--- src/rtl/hcb_pkg.sv ---
// Package for the Hill cipher block unit: widths, register indexes, modes and
// the mod 26 arithmetic helpers. No dependencies.
`timescale 1ns / 1ps

package hcb_pkg;

  localparam int unsigned LETTER_W      = 5;
  localparam int unsigned NUM_LETTERS   = 4;
  localparam int unsigned KEY_ROW_W     = NUM_LETTERS * LETTER_W;
  localparam int unsigned BSIZE_W       = 3;
  localparam int unsigned CFG_IDX_W     = 3;
  localparam int unsigned MAX_ORDER_DEF = 4;
  localparam int unsigned DEC_ORDER     = 2;
  localparam int unsigned NUM_STAGES    = 4;
  localparam int unsigned MODULUS       = 26;
  localparam int unsigned PROD_W        = 2 * LETTER_W;
  localparam int unsigned MOD_IN_W      = 12;
  localparam int unsigned RECIP_SHIFT   = 16;
  localparam int unsigned RECIP_26      = ((1 << RECIP_SHIFT) + MODULUS - 1) / MODULUS;
  localparam int unsigned MOD_PROD_W    = MOD_IN_W + RECIP_SHIFT;

  typedef logic [LETTER_W-1:0] letter_t;

  typedef enum logic [CFG_IDX_W-1:0] {
    CFG_KEY_ROW0   = 3'd0,
    CFG_KEY_ROW1   = 3'd1,
    CFG_KEY_ROW2   = 3'd2,
    CFG_KEY_ROW3   = 3'd3,
    CFG_BLOCK_SIZE = 3'd4,
    CFG_MODE       = 3'd5
  } cfg_idx_e;

  typedef enum logic {
    MODE_ENCRYPT = 1'b0,
    MODE_DECRYPT = 1'b1
  } mode_e;

  // Reciprocal multiply; the quotient estimate is exact for every 12-bit input.
  function automatic letter_t mod26(input logic [MOD_IN_W-1:0] x);
    logic [MOD_PROD_W-1:0] prod;
    logic [MOD_IN_W-1:0]   q;
    logic [MOD_IN_W-1:0]   r;
    prod = MOD_PROD_W'(x) * MOD_PROD_W'(RECIP_26);
    q    = MOD_IN_W'(prod >> RECIP_SHIFT);
    r    = x - (q * MOD_IN_W'(MODULUS));
    return r[LETTER_W-1:0];
  endfunction

  function automatic letter_t red26(input letter_t x);
    return (x >= LETTER_W'(MODULUS)) ? x - LETTER_W'(MODULUS) : x;
  endfunction

  function automatic letter_t neg26(input letter_t x);
    return (x == '0) ? '0 : LETTER_W'(MODULUS) - x;
  endfunction

  function automatic letter_t mul_mod26(input letter_t x, input letter_t y);
    return mod26(MOD_IN_W'(PROD_W'(x) * PROD_W'(y)));
  endfunction

  // Multiplicative inverse mod 26, zero when none exists.
  function automatic letter_t inv_mod26(input letter_t d);
    letter_t r;
    case (d)
      5'd1:    r = 5'd1;
      5'd3:    r = 5'd9;
      5'd5:    r = 5'd21;
      5'd7:    r = 5'd15;
      5'd9:    r = 5'd3;
      5'd11:   r = 5'd19;
      5'd15:   r = 5'd7;
      5'd17:   r = 5'd23;
      5'd19:   r = 5'd11;
      5'd21:   r = 5'd5;
      5'd23:   r = 5'd17;
      5'd25:   r = 5'd25;
      default: r = 5'd0;
    endcase
    return r;
  endfunction

endpackage

--- src/rtl/hcb_if.sv ---
// Valid/ready channel interfaces for the input and result beats of the
// Hill cipher block unit. Depends on hcb_pkg.
`timescale 1ns / 1ps

interface hcb_in_if import hcb_pkg::*; ();
  logic    valid;
  logic    ready;
  letter_t letter0;
  letter_t letter1;
  letter_t letter2;
  letter_t letter3;

  modport source (output valid, output letter0, output letter1, output letter2,
                  output letter3, input ready);
  modport sink (input valid, input letter0, input letter1, input letter2,
                input letter3, output ready);
endinterface

interface hcb_out_if import hcb_pkg::*; ();
  logic    valid;
  logic    ready;
  letter_t out_letter0;
  letter_t out_letter1;
  letter_t out_letter2;
  letter_t out_letter3;
  logic    key_error;

  modport source (output valid, output out_letter0, output out_letter1,
                  output out_letter2, output out_letter3, output key_error,
                  input ready);
  modport sink (input valid, input out_letter0, input out_letter1,
                input out_letter2, input out_letter3, input key_error,
                output ready);
endinterface

--- src/rtl/hcb_keyprep.sv ---
// Three-stage key preparation: forms the working matrix (key or inverse 2x2
// key) and the error flag alongside each beat. Depends on hcb_pkg.
`timescale 1ns / 1ps

module hcb_keyprep import hcb_pkg::*; #(
  parameter int MAX_ORDER = MAX_ORDER_DEF
) (
  input  logic                                  clk_i,
  input  logic [NUM_LETTERS-1:0][KEY_ROW_W-1:0] key_rows_i,
  input  logic [BSIZE_W-1:0]                    block_size_i,
  input  mode_e                                 mode_i,
  input  logic [2:0]                            load_i,
  output letter_t                               mat_o [MAX_ORDER][MAX_ORDER],
  output logic                                  err_o
);

  letter_t             ra, rb, rc, rd;
  logic [PROD_W-1:0]   ad_q, bc_q;
  logic [MOD_IN_W-1:0] det_sum;
  letter_t             di_q;
  letter_t             mat_d [MAX_ORDER][MAX_ORDER];
  letter_t             mat_q [MAX_ORDER][MAX_ORDER];
  logic                err_d, err_q;

  assign ra = red26(key_rows_i[0][0 +: LETTER_W]);
  assign rb = red26(key_rows_i[0][LETTER_W +: LETTER_W]);
  assign rc = red26(key_rows_i[1][0 +: LETTER_W]);
  assign rd = red26(key_rows_i[1][LETTER_W +: LETTER_W]);

  always_ff @(posedge clk_i) begin
    if (load_i[0]) begin
      ad_q <= PROD_W'(ra) * PROD_W'(rd);
      bc_q <= PROD_W'(rb) * PROD_W'(rc);
    end
  end

  assign det_sum = MOD_IN_W'(ad_q) + MOD_IN_W'(MODULUS * MODULUS) - MOD_IN_W'(bc_q);

  always_ff @(posedge clk_i) begin
    if (load_i[1]) begin
      di_q <= inv_mod26(mod26(det_sum));
    end
  end

  always_comb begin
    for (int i = 0; i < MAX_ORDER; i++) begin
      for (int j = 0; j < MAX_ORDER; j++) begin
        mat_d[i][j] = '0;
      end
    end
    err_d = 1'b0;
    if (block_size_i == '0 || int'(block_size_i) > MAX_ORDER) begin
      err_d = 1'b1;
    end else if (mode_i == MODE_ENCRYPT) begin
      for (int i = 0; i < MAX_ORDER; i++) begin
        for (int j = 0; j < MAX_ORDER; j++) begin
          if (i < int'(block_size_i) && j < int'(block_size_i)) begin
            mat_d[i][j] = key_rows_i[i][LETTER_W*j +: LETTER_W];
          end
        end
      end
    end else if (block_size_i != BSIZE_W'(DEC_ORDER)) begin
      err_d = 1'b1;
    end else if (di_q == '0) begin
      err_d = 1'b1;
    end else begin
      mat_d[0][0] = mul_mod26(di_q, rd);
      mat_d[0][1] = mul_mod26(di_q, neg26(rb));
      mat_d[1][0] = mul_mod26(di_q, neg26(rc));
      mat_d[1][1] = mul_mod26(di_q, ra);
    end
  end

  always_ff @(posedge clk_i) begin
    if (load_i[2]) begin
      mat_q <= mat_d;
      err_q <= err_d;
    end
  end

  assign mat_o = mat_q;
  assign err_o = err_q;

endmodule

--- src/rtl/hcb_lane.sv ---
// One output lane: dot product of the block with one matrix column, mod 26.
// Depends on hcb_pkg.
`timescale 1ns / 1ps

module hcb_lane import hcb_pkg::*; #(
  parameter int MAX_ORDER = MAX_ORDER_DEF
) (
  input  letter_t v_i   [MAX_ORDER],
  input  letter_t col_i [MAX_ORDER],
  output letter_t letter_o
);

  localparam int unsigned SUM_W = PROD_W + $clog2(MAX_ORDER);

  logic [SUM_W-1:0] sum;

  always_comb begin
    sum = '0;
    for (int j = 0; j < MAX_ORDER; j++) begin
      sum = sum + SUM_W'(PROD_W'(v_i[j]) * PROD_W'(col_i[j]));
    end
    letter_o = mod26(MOD_IN_W'(sum));
  end

endmodule

--- src/rtl/hcb_merge.sv ---
// Output stage: gathers the lane results into the result register, zeroing
// unused positions and every letter of an error beat. Depends on hcb_pkg.
`timescale 1ns / 1ps

module hcb_merge import hcb_pkg::*; #(
  parameter int MAX_ORDER = MAX_ORDER_DEF
) (
  input  logic    clk_i,
  input  letter_t lane_i [MAX_ORDER],
  input  logic    err_i,
  input  logic    load_i,
  output letter_t letters_o [NUM_LETTERS],
  output logic    err_o
);

  letter_t letters_d [NUM_LETTERS];
  letter_t letters_q [NUM_LETTERS];
  logic    err_q;

  always_comb begin
    for (int i = 0; i < NUM_LETTERS; i++) begin
      letters_d[i] = '0;
    end
    for (int i = 0; i < MAX_ORDER; i++) begin
      letters_d[i] = err_i ? '0 : lane_i[i];
    end
  end

  always_ff @(posedge clk_i) begin
    if (load_i) begin
      letters_q <= letters_d;
      err_q     <= err_i;
    end
  end

  assign letters_o = letters_q;
  assign err_o     = err_q;

endmodule

--- src/rtl/hill_cipher_block_unit.sv ---
// Throughput: one block per cycle while result beats are taken; each pipeline stage refills as soon as it
// empties, so bubbles close up while a result waits at the output register.
// The key derivation (two multiply stages and the inverse lookup) sets the depth.
// Reset empties the pipeline and returns the registers to key 0, size 2, encrypt.
// Top level of the Hill cipher block unit; uses hcb_pkg, hcb_if, hcb_keyprep, the lanes and hcb_merge.
`timescale 1ns / 1ps

module hill_cipher_block_unit import hcb_pkg::*; #(
  parameter int MAX_ORDER = MAX_ORDER_DEF
) (
  input  logic                 clk_i,
  input  logic                 rst_ni,
  hcb_in_if.sink               blk_in_i,
  hcb_out_if.source            blk_out_o,
  input  logic                 cfg_we_i,
  input  logic [CFG_IDX_W-1:0] cfg_idx_i,
  input  logic [KEY_ROW_W-1:0] cfg_wdata_i
);

  logic [NUM_LETTERS-1:0][KEY_ROW_W-1:0] key_rows_q;
  logic [BSIZE_W-1:0]                    block_size_q;
  mode_e                                 mode_q;

  logic [NUM_STAGES-1:0] v_q;
  logic [NUM_STAGES-1:0] rdy;

  letter_t lt_q [NUM_STAGES-1][NUM_LETTERS];
  letter_t mat [MAX_ORDER][MAX_ORDER];
  logic    mat_err;
  letter_t col [MAX_ORDER][MAX_ORDER];
  letter_t lane_v [MAX_ORDER];
  letter_t lane_out [MAX_ORDER];
  letter_t res_letters [NUM_LETTERS];
  logic    res_err;

  always_ff @(posedge clk_i or negedge rst_ni) begin
    if (!rst_ni) begin
      key_rows_q   <= '0;
      block_size_q <= BSIZE_W'(DEC_ORDER);
      mode_q       <= MODE_ENCRYPT;
    end else if (cfg_we_i) begin
      case (cfg_idx_e'(cfg_idx_i))
        CFG_KEY_ROW0:   key_rows_q[0] <= cfg_wdata_i;
        CFG_KEY_ROW1:   key_rows_q[1] <= cfg_wdata_i;
        CFG_KEY_ROW2:   key_rows_q[2] <= cfg_wdata_i;
        CFG_KEY_ROW3:   key_rows_q[3] <= cfg_wdata_i;
        CFG_BLOCK_SIZE: block_size_q  <= cfg_wdata_i[BSIZE_W-1:0];
        CFG_MODE:       mode_q        <= mode_e'(cfg_wdata_i[0]);
        default: begin
        end
      endcase
    end
  end

  always_comb begin
    rdy[NUM_STAGES-1] = !v_q[NUM_STAGES-1] || blk_out_o.ready;
    for (int k = NUM_STAGES - 2; k >= 0; k--) begin
      rdy[k] = !v_q[k] || rdy[k+1];
    end
  end

  assign blk_in_i.ready = rdy[0];

  always_ff @(posedge clk_i or negedge rst_ni) begin
    if (!rst_ni) begin
      v_q <= '0;
    end else begin
      if (rdy[0]) begin
        v_q[0] <= blk_in_i.valid;
      end
      for (int k = 1; k < NUM_STAGES; k++) begin
        if (rdy[k]) begin
          v_q[k] <= v_q[k-1];
        end
      end
    end
  end

  always_ff @(posedge clk_i) begin
    if (rdy[0]) begin
      lt_q[0][0] <= blk_in_i.letter0;
      lt_q[0][1] <= blk_in_i.letter1;
      lt_q[0][2] <= blk_in_i.letter2;
      lt_q[0][3] <= blk_in_i.letter3;
    end
    for (int k = 1; k < NUM_STAGES - 1; k++) begin
      if (rdy[k]) begin
        lt_q[k] <= lt_q[k-1];
      end
    end
  end

  hcb_keyprep #(
    .MAX_ORDER(MAX_ORDER)
  ) u_keyprep (
    .clk_i        (clk_i),
    .key_rows_i   (key_rows_q),
    .block_size_i (block_size_q),
    .mode_i       (mode_q),
    .load_i       (rdy[2:0]),
    .mat_o        (mat),
    .err_o        (mat_err)
  );

  always_comb begin
    for (int i = 0; i < MAX_ORDER; i++) begin
      lane_v[i] = lt_q[NUM_STAGES-2][i];
      for (int j = 0; j < MAX_ORDER; j++) begin
        col[i][j] = mat[j][i];
      end
    end
  end

  for (genvar i = 0; i < MAX_ORDER; i++) begin : g_lane
    hcb_lane #(
      .MAX_ORDER(MAX_ORDER)
    ) u_lane (
      .v_i      (lane_v),
      .col_i    (col[i]),
      .letter_o (lane_out[i])
    );
  end

  hcb_merge #(
    .MAX_ORDER(MAX_ORDER)
  ) u_merge (
    .clk_i     (clk_i),
    .lane_i    (lane_out),
    .err_i     (mat_err),
    .load_i    (rdy[NUM_STAGES-1]),
    .letters_o (res_letters),
    .err_o     (res_err)
  );

  assign blk_out_o.valid       = v_q[NUM_STAGES-1];
  assign blk_out_o.out_letter0 = res_letters[0];
  assign blk_out_o.out_letter1 = res_letters[1];
  assign blk_out_o.out_letter2 = res_letters[2];
  assign blk_out_o.out_letter3 = res_letters[3];
  assign blk_out_o.key_error   = res_err;

  a_err_zero : assert property (@(posedge clk_i) disable iff (!rst_ni)
    blk_out_o.valid && blk_out_o.key_error |->
      blk_out_o.out_letter0 == '0 && blk_out_o.out_letter1 == '0 &&
      blk_out_o.out_letter2 == '0 && blk_out_o.out_letter3 == '0)
    else $error("error beat carries nonzero letters");

  a_letter_range : assert property (@(posedge clk_i) disable iff (!rst_ni)
    blk_out_o.valid |->
      blk_out_o.out_letter0 < LETTER_W'(MODULUS) &&
      blk_out_o.out_letter1 < LETTER_W'(MODULUS) &&
      blk_out_o.out_letter2 < LETTER_W'(MODULUS) &&
      blk_out_o.out_letter3 < LETTER_W'(MODULUS))
    else $error("result letter outside 0..25");

  a_size_err : assert property (@(posedge clk_i) disable iff (!rst_ni)
    blk_out_o.valid && (block_size_q == '0 || int'(block_size_q) > MAX_ORDER) |->
      blk_out_o.key_error)
    else $error("bad block size without error flag");

endmodule

--- src/flat_wrapper.sv ---
// flat-port wrapper written by rule: the top's interface ports become plain ports
module hill_cipher_block_unit_flat import hcb_pkg::*;
#(
  parameter int MAX_ORDER = MAX_ORDER_DEF
)
  (clk_i, rst_ni, cfg_we_i, cfg_idx_i, cfg_wdata_i, blk_in_i_valid, blk_in_i_letter0, blk_in_i_letter1, blk_in_i_letter2, blk_in_i_letter3, blk_in_i_ready, blk_out_o_valid, blk_out_o_out_letter0, blk_out_o_out_letter1, blk_out_o_out_letter2, blk_out_o_out_letter3, blk_out_o_key_error, blk_out_o_ready);
  hcb_in_if blk_in_i_i ();
  hcb_out_if blk_out_o_i ();
  input  logic clk_i;
  input  logic rst_ni;
  input  logic cfg_we_i;
  input  logic [CFG_IDX_W-1:0] cfg_idx_i;
  input  logic [KEY_ROW_W-1:0] cfg_wdata_i;
  input wire logic [$bits(blk_in_i_i.valid)-1:0] blk_in_i_valid;
  input wire logic [$bits(blk_in_i_i.letter0)-1:0] blk_in_i_letter0;
  input wire logic [$bits(blk_in_i_i.letter1)-1:0] blk_in_i_letter1;
  input wire logic [$bits(blk_in_i_i.letter2)-1:0] blk_in_i_letter2;
  input wire logic [$bits(blk_in_i_i.letter3)-1:0] blk_in_i_letter3;
  output wire logic [$bits(blk_in_i_i.ready)-1:0] blk_in_i_ready;
  output wire logic [$bits(blk_out_o_i.valid)-1:0] blk_out_o_valid;
  output wire logic [$bits(blk_out_o_i.out_letter0)-1:0] blk_out_o_out_letter0;
  output wire logic [$bits(blk_out_o_i.out_letter1)-1:0] blk_out_o_out_letter1;
  output wire logic [$bits(blk_out_o_i.out_letter2)-1:0] blk_out_o_out_letter2;
  output wire logic [$bits(blk_out_o_i.out_letter3)-1:0] blk_out_o_out_letter3;
  output wire logic [$bits(blk_out_o_i.key_error)-1:0] blk_out_o_key_error;
  input wire logic [$bits(blk_out_o_i.ready)-1:0] blk_out_o_ready;
  assign blk_in_i_i.valid = blk_in_i_valid;
  assign blk_in_i_i.letter0 = blk_in_i_letter0;
  assign blk_in_i_i.letter1 = blk_in_i_letter1;
  assign blk_in_i_i.letter2 = blk_in_i_letter2;
  assign blk_in_i_i.letter3 = blk_in_i_letter3;
  assign blk_in_i_ready = blk_in_i_i.ready;
  assign blk_out_o_valid = blk_out_o_i.valid;
  assign blk_out_o_out_letter0 = blk_out_o_i.out_letter0;
  assign blk_out_o_out_letter1 = blk_out_o_i.out_letter1;
  assign blk_out_o_out_letter2 = blk_out_o_i.out_letter2;
  assign blk_out_o_out_letter3 = blk_out_o_i.out_letter3;
  assign blk_out_o_key_error = blk_out_o_i.key_error;
  assign blk_out_o_i.ready = blk_out_o_ready;
  hill_cipher_block_unit #(.MAX_ORDER(MAX_ORDER)) u_core (.clk_i(clk_i), .rst_ni(rst_ni), .blk_in_i(blk_in_i_i), .blk_out_o(blk_out_o_i), .cfg_we_i(cfg_we_i), .cfg_idx_i(cfg_idx_i), .cfg_wdata_i(cfg_wdata_i));
endmodule
--- config.mk ---
export PLATFORM = sky130hd
export DESIGN_NAME = hill_cipher_block_unit_flat
export DESIGN_NICKNAME = d
export VERILOG_FILES = /design/src/rtl/hcb_pkg.sv /design/src/rtl/hcb_if.sv /design/src/rtl/hcb_keyprep.sv /design/src/rtl/hcb_lane.sv /design/src/rtl/hcb_merge.sv /design/src/rtl/hill_cipher_block_unit.sv /design/src/flat_wrapper.sv
export SDC_FILE = /design/constraint.sdc
export NUM_CORES = 2
export LEC_CHECK = 0
export BUFFER_PORTS_ARGS = -buffer_cell sky130_fd_sc_hd__buf_2
export CORE_UTILIZATION = 45
export CTS_CLUSTER_SIZE = 10
export DETAILED_ROUTE_END_ITERATION = 16
export GPL_ROUTABILITY_DRIVEN = 0
export SLEW_MARGIN = 20
export SYNTH_ARGS = -nofsm -noshare
export SYNTH_HDL_FRONTEND = slang
export SYNTH_SLANG_ARGS = --single-unit
export TNS_END_PERCENT = 1
--- constraint.sdc ---
create_clock -name clk_i -period 12.6 [get_ports clk_i]
set_clock_uncertainty 0.2 [all_clocks]
set_input_delay 0.63 -clock clk_i [delete_from_list [all_inputs] [get_ports clk_i]]
set_output_delay 0.63 -clock clk_i [all_outputs]
set_load 0.02 [all_outputs]
==> flow_summary_export.csv <==
group,metric,value,unit
sta,whs,0.0377,ns
finish,final_cell_mix,"1185 x inv_1, 955 x ha_1, 703 x fa_1",
floorplanning,fp-row-count,120,
finish,nets,6648,
route,ant_nets,0,
floorplanning,die_h,331,um
setup_path,cp_slowest_cell,"fa_1",
sta,hold_viol,0,
clock_network,cts-buffers-inserted,38,
finish,final_common_cell,"inv_1",
sta,tns,0,ns
floorplanning,pin_count,71,
route,drt-total-wl,103000,um
logic_synthesis,ys.warnings.count,0,
floorplanning,die-area,110000,um^2
global_route,grtUsageTotal,0.196,
route,dr.pass1.iters,5,
clock_network,clock_sinks,275,
place,place_ws,-0.0149,ns
setup_path,r2r-end,"u_core.u_merge.letters_o[19]",
clock_network,tritoncts,"done",
global_route,grt_pass1_wl,173000,um
logic_synthesis,synth_area_per_cell,10.2,um^2
route,first_iter_violations,1075,
logic_synthesis,synth_edf_count,187,
place,dp_hpwl,87100,um
finish,fin_util,0.497,
outcome,status,"completed",
global_route,grt_overflow,0,
global_route,antenna_found_initial,6,
setup_path,startpoint,"u_core.lt_q[0][47]",
sta,worst_pin_slew,1.07,ns
sta,min_period_over_period,0.958,
clock_network,clk_pin_slew,0.06,ns
logic_synthesis,synth_fp_nets,6473,
logic_synthesis,ys_seq_area_frac,0.160,
sta,period_minus_slack,12.07,ns
clock_network,htree_levels,2,
logic_synthesis,ys.flop_type,"edfxtp_1",
route,wire_per_inst,16.2,um
logic_synthesis,async_reset_ff_frac,0.320,
floorplanning,core,107000,um^2
clock_network,clock_path_buffers,3,
finish,syn_to_final_growth,9.26,%
finish,fillCellCount,10100,
clock_network,cts_root_buf,"clkbuf_16",
setup_path,cp_data_arrival_time,12.19,ns
setup_path,end_kind,"flip-flop",
setup_path,reg2regPathDepth,51,
place,io_buffers,70,
setup_path,critical_path_class,"flip-flop to flip-flop",
hold_path,hp-start,"blk_in_i_letter0[2]",
route,drc,0,
sta,finalMaxSlewViolations,0,
logic_synthesis,synth-seq-cells,275,
global_route,grt_pass1_vias,33700,
logic_synthesis,synthCells,4765,
setup_path,required,12.73,ns
setup_path,r2r_start,"u_core.lt_q[0][47]",
logic_synthesis,synth_area,48800,um^2
run,cap_violations,0,
floorplanning,die_w,331,um
sta,slew_headroom,0.284,
setup_path,max_stage_delay,0.54,ns
floorplanning,start_util,0.455,
clock_network,clock_latency,0.60,ns
sta,worst_slack,0.535,ns
finish,drive_gt1_frac,0.0735,
route,vias_per_cell,4.93,
sta,rsz0062_at_grt,"true",
sta,max_freq,0.0829,GHz
global_route,grt_max_degree,72,
logic_synthesis,yosysUniqueCellTypes,64,
setup_path,startpoint_type,"flip-flop",
setup_path,critPathCapture,"u_core.u_merge.letters_o[19]",
route,vias,31400,
hold_path,hp-class,"input pin to flip-flop",
setup_path,crit_path_max_fanout,10,
sta,finalSetupViolations,0,
setup_path,rrSetupSlack,0.53,ns
metal layers:
layer | part of all wire | track usage | up-vias
li1 | - | - | 15300
met1 | 0.45 | 0.260 | 15600
met2 | 0.49 | 0.343 | 364
met3 | 0.034 | 0.0229 | 114
met4 | 0.023 | 0.0429 | 10
met5 | 0.00059 | 0 | -
timing repair:
| action | in CTS | in global routing |
|---|---|---|
| hold buffers | 17 | 0 |
| setup endpoints to repair | 1 | 5 |
| setup buffers | 0 | 20 |
| pin swaps | 0 | 17 |
| resized for setup | 1 | 58 |
| cloned | 0 | 1 |
| hold endpoints to repair | 43 | 0 |
registers in the layout (all words and copies together), names as in the netlist:
register,flops
u_core.block_size_q,3
u_core.key_rows_q,80
u_core.lt_q,60
u_core.mode_q,1
u_core.u_keyprep.ad_q,10
u_core.u_keyprep.bc_q,10
u_core.u_keyprep.di_q,5
u_core.u_keyprep.err_o,1
u_core.u_keyprep.mat_o,80
u_core.u_merge.err_o,1
u_core.u_merge.letters_o,20
u_core.v_q,4
critical path, delay by kind of cell, from the launching register on:
kind / cells / cell delay [ns]
xor+xnor: 6 / 1.26
fa+ha+maj: 16 / 6.64
compound gates: 12 / 2.10
simple gates: 5 / 0.41
flops: 1 / 0.41
buf+inv: 12 / 0.79
metrics by stage:
stage / std cells / instance area, um^2
after global placement: 6265 / 51400
after global routing: 6372 / 53300
final: 6375 / 53300
after CTS: 6351 / 52900
after floorplan: 4765 / 48800
after detailed placement: 6265 / 51400
cell families after synthesis:
kind of cell | synth area share
fa+ha+maj | 0.534
compound gates | 0.0496
flops | 0.160
mux | 0.0174
xor+xnor | 0.0410
buf+inv | 0.0972
simple gates | 0.101
how the worst min path moves through the flow:
stage / end / slack (ns) / cells past startpoint
CTS: u_core.lt_q[0][4] / 0.004 / 1
global placement: u_core.lt_q[0][28] / 0.20 / 0
floorplan: u_core.block_size_q[0] / 0.13 / 0
detailed placement: u_core.lt_q[0][31] / 0.20 / 0
finish: u_core.lt_q[0][17] / 0.04 / 1
global route: u_core.lt_q[0][4] / 0.02 / 1
final cells by class:
class / count / area (um^2) / area share
Clock buffer: 57 / 1050 / 0.0198
Tap cell: 1403 / 1760 / 0.0329
Clock inverter: 12 / 213 / 0.00399
Sequential cell: 275 / 7820 / 0.147
Multi-Input combinational cell: 3227 / 36500 / 0.685
Antenna cell: 3 / 7.51 / 0.000141
Timing Repair Buffer: 213 / 1510 / 0.0283
Inverter: 1185 / 4450 / 0.0834
cells in the mapped netlist (44+ instances only):
master	number	area, um^2
inv_1	1185	4450
ha_1	957	12000
fa_1	703	14100
and2_1	441	2760
edfxtp_1	187	5620
nand2_1	186	698
xnor2_1	124	1090
nor2_1	111	417
a21oi_1	100	500
o21ai_0	89	445
dfrtp_1	87	2180
clkbuf_1	75	282
mux2_2	69	777
xor2_1	63	552
nor2b_1	45	282
a21o_1	44	330
Power is not shown: default switching activity piles up to over one toggle a cycle in this logic, so the estimate is an artifact.
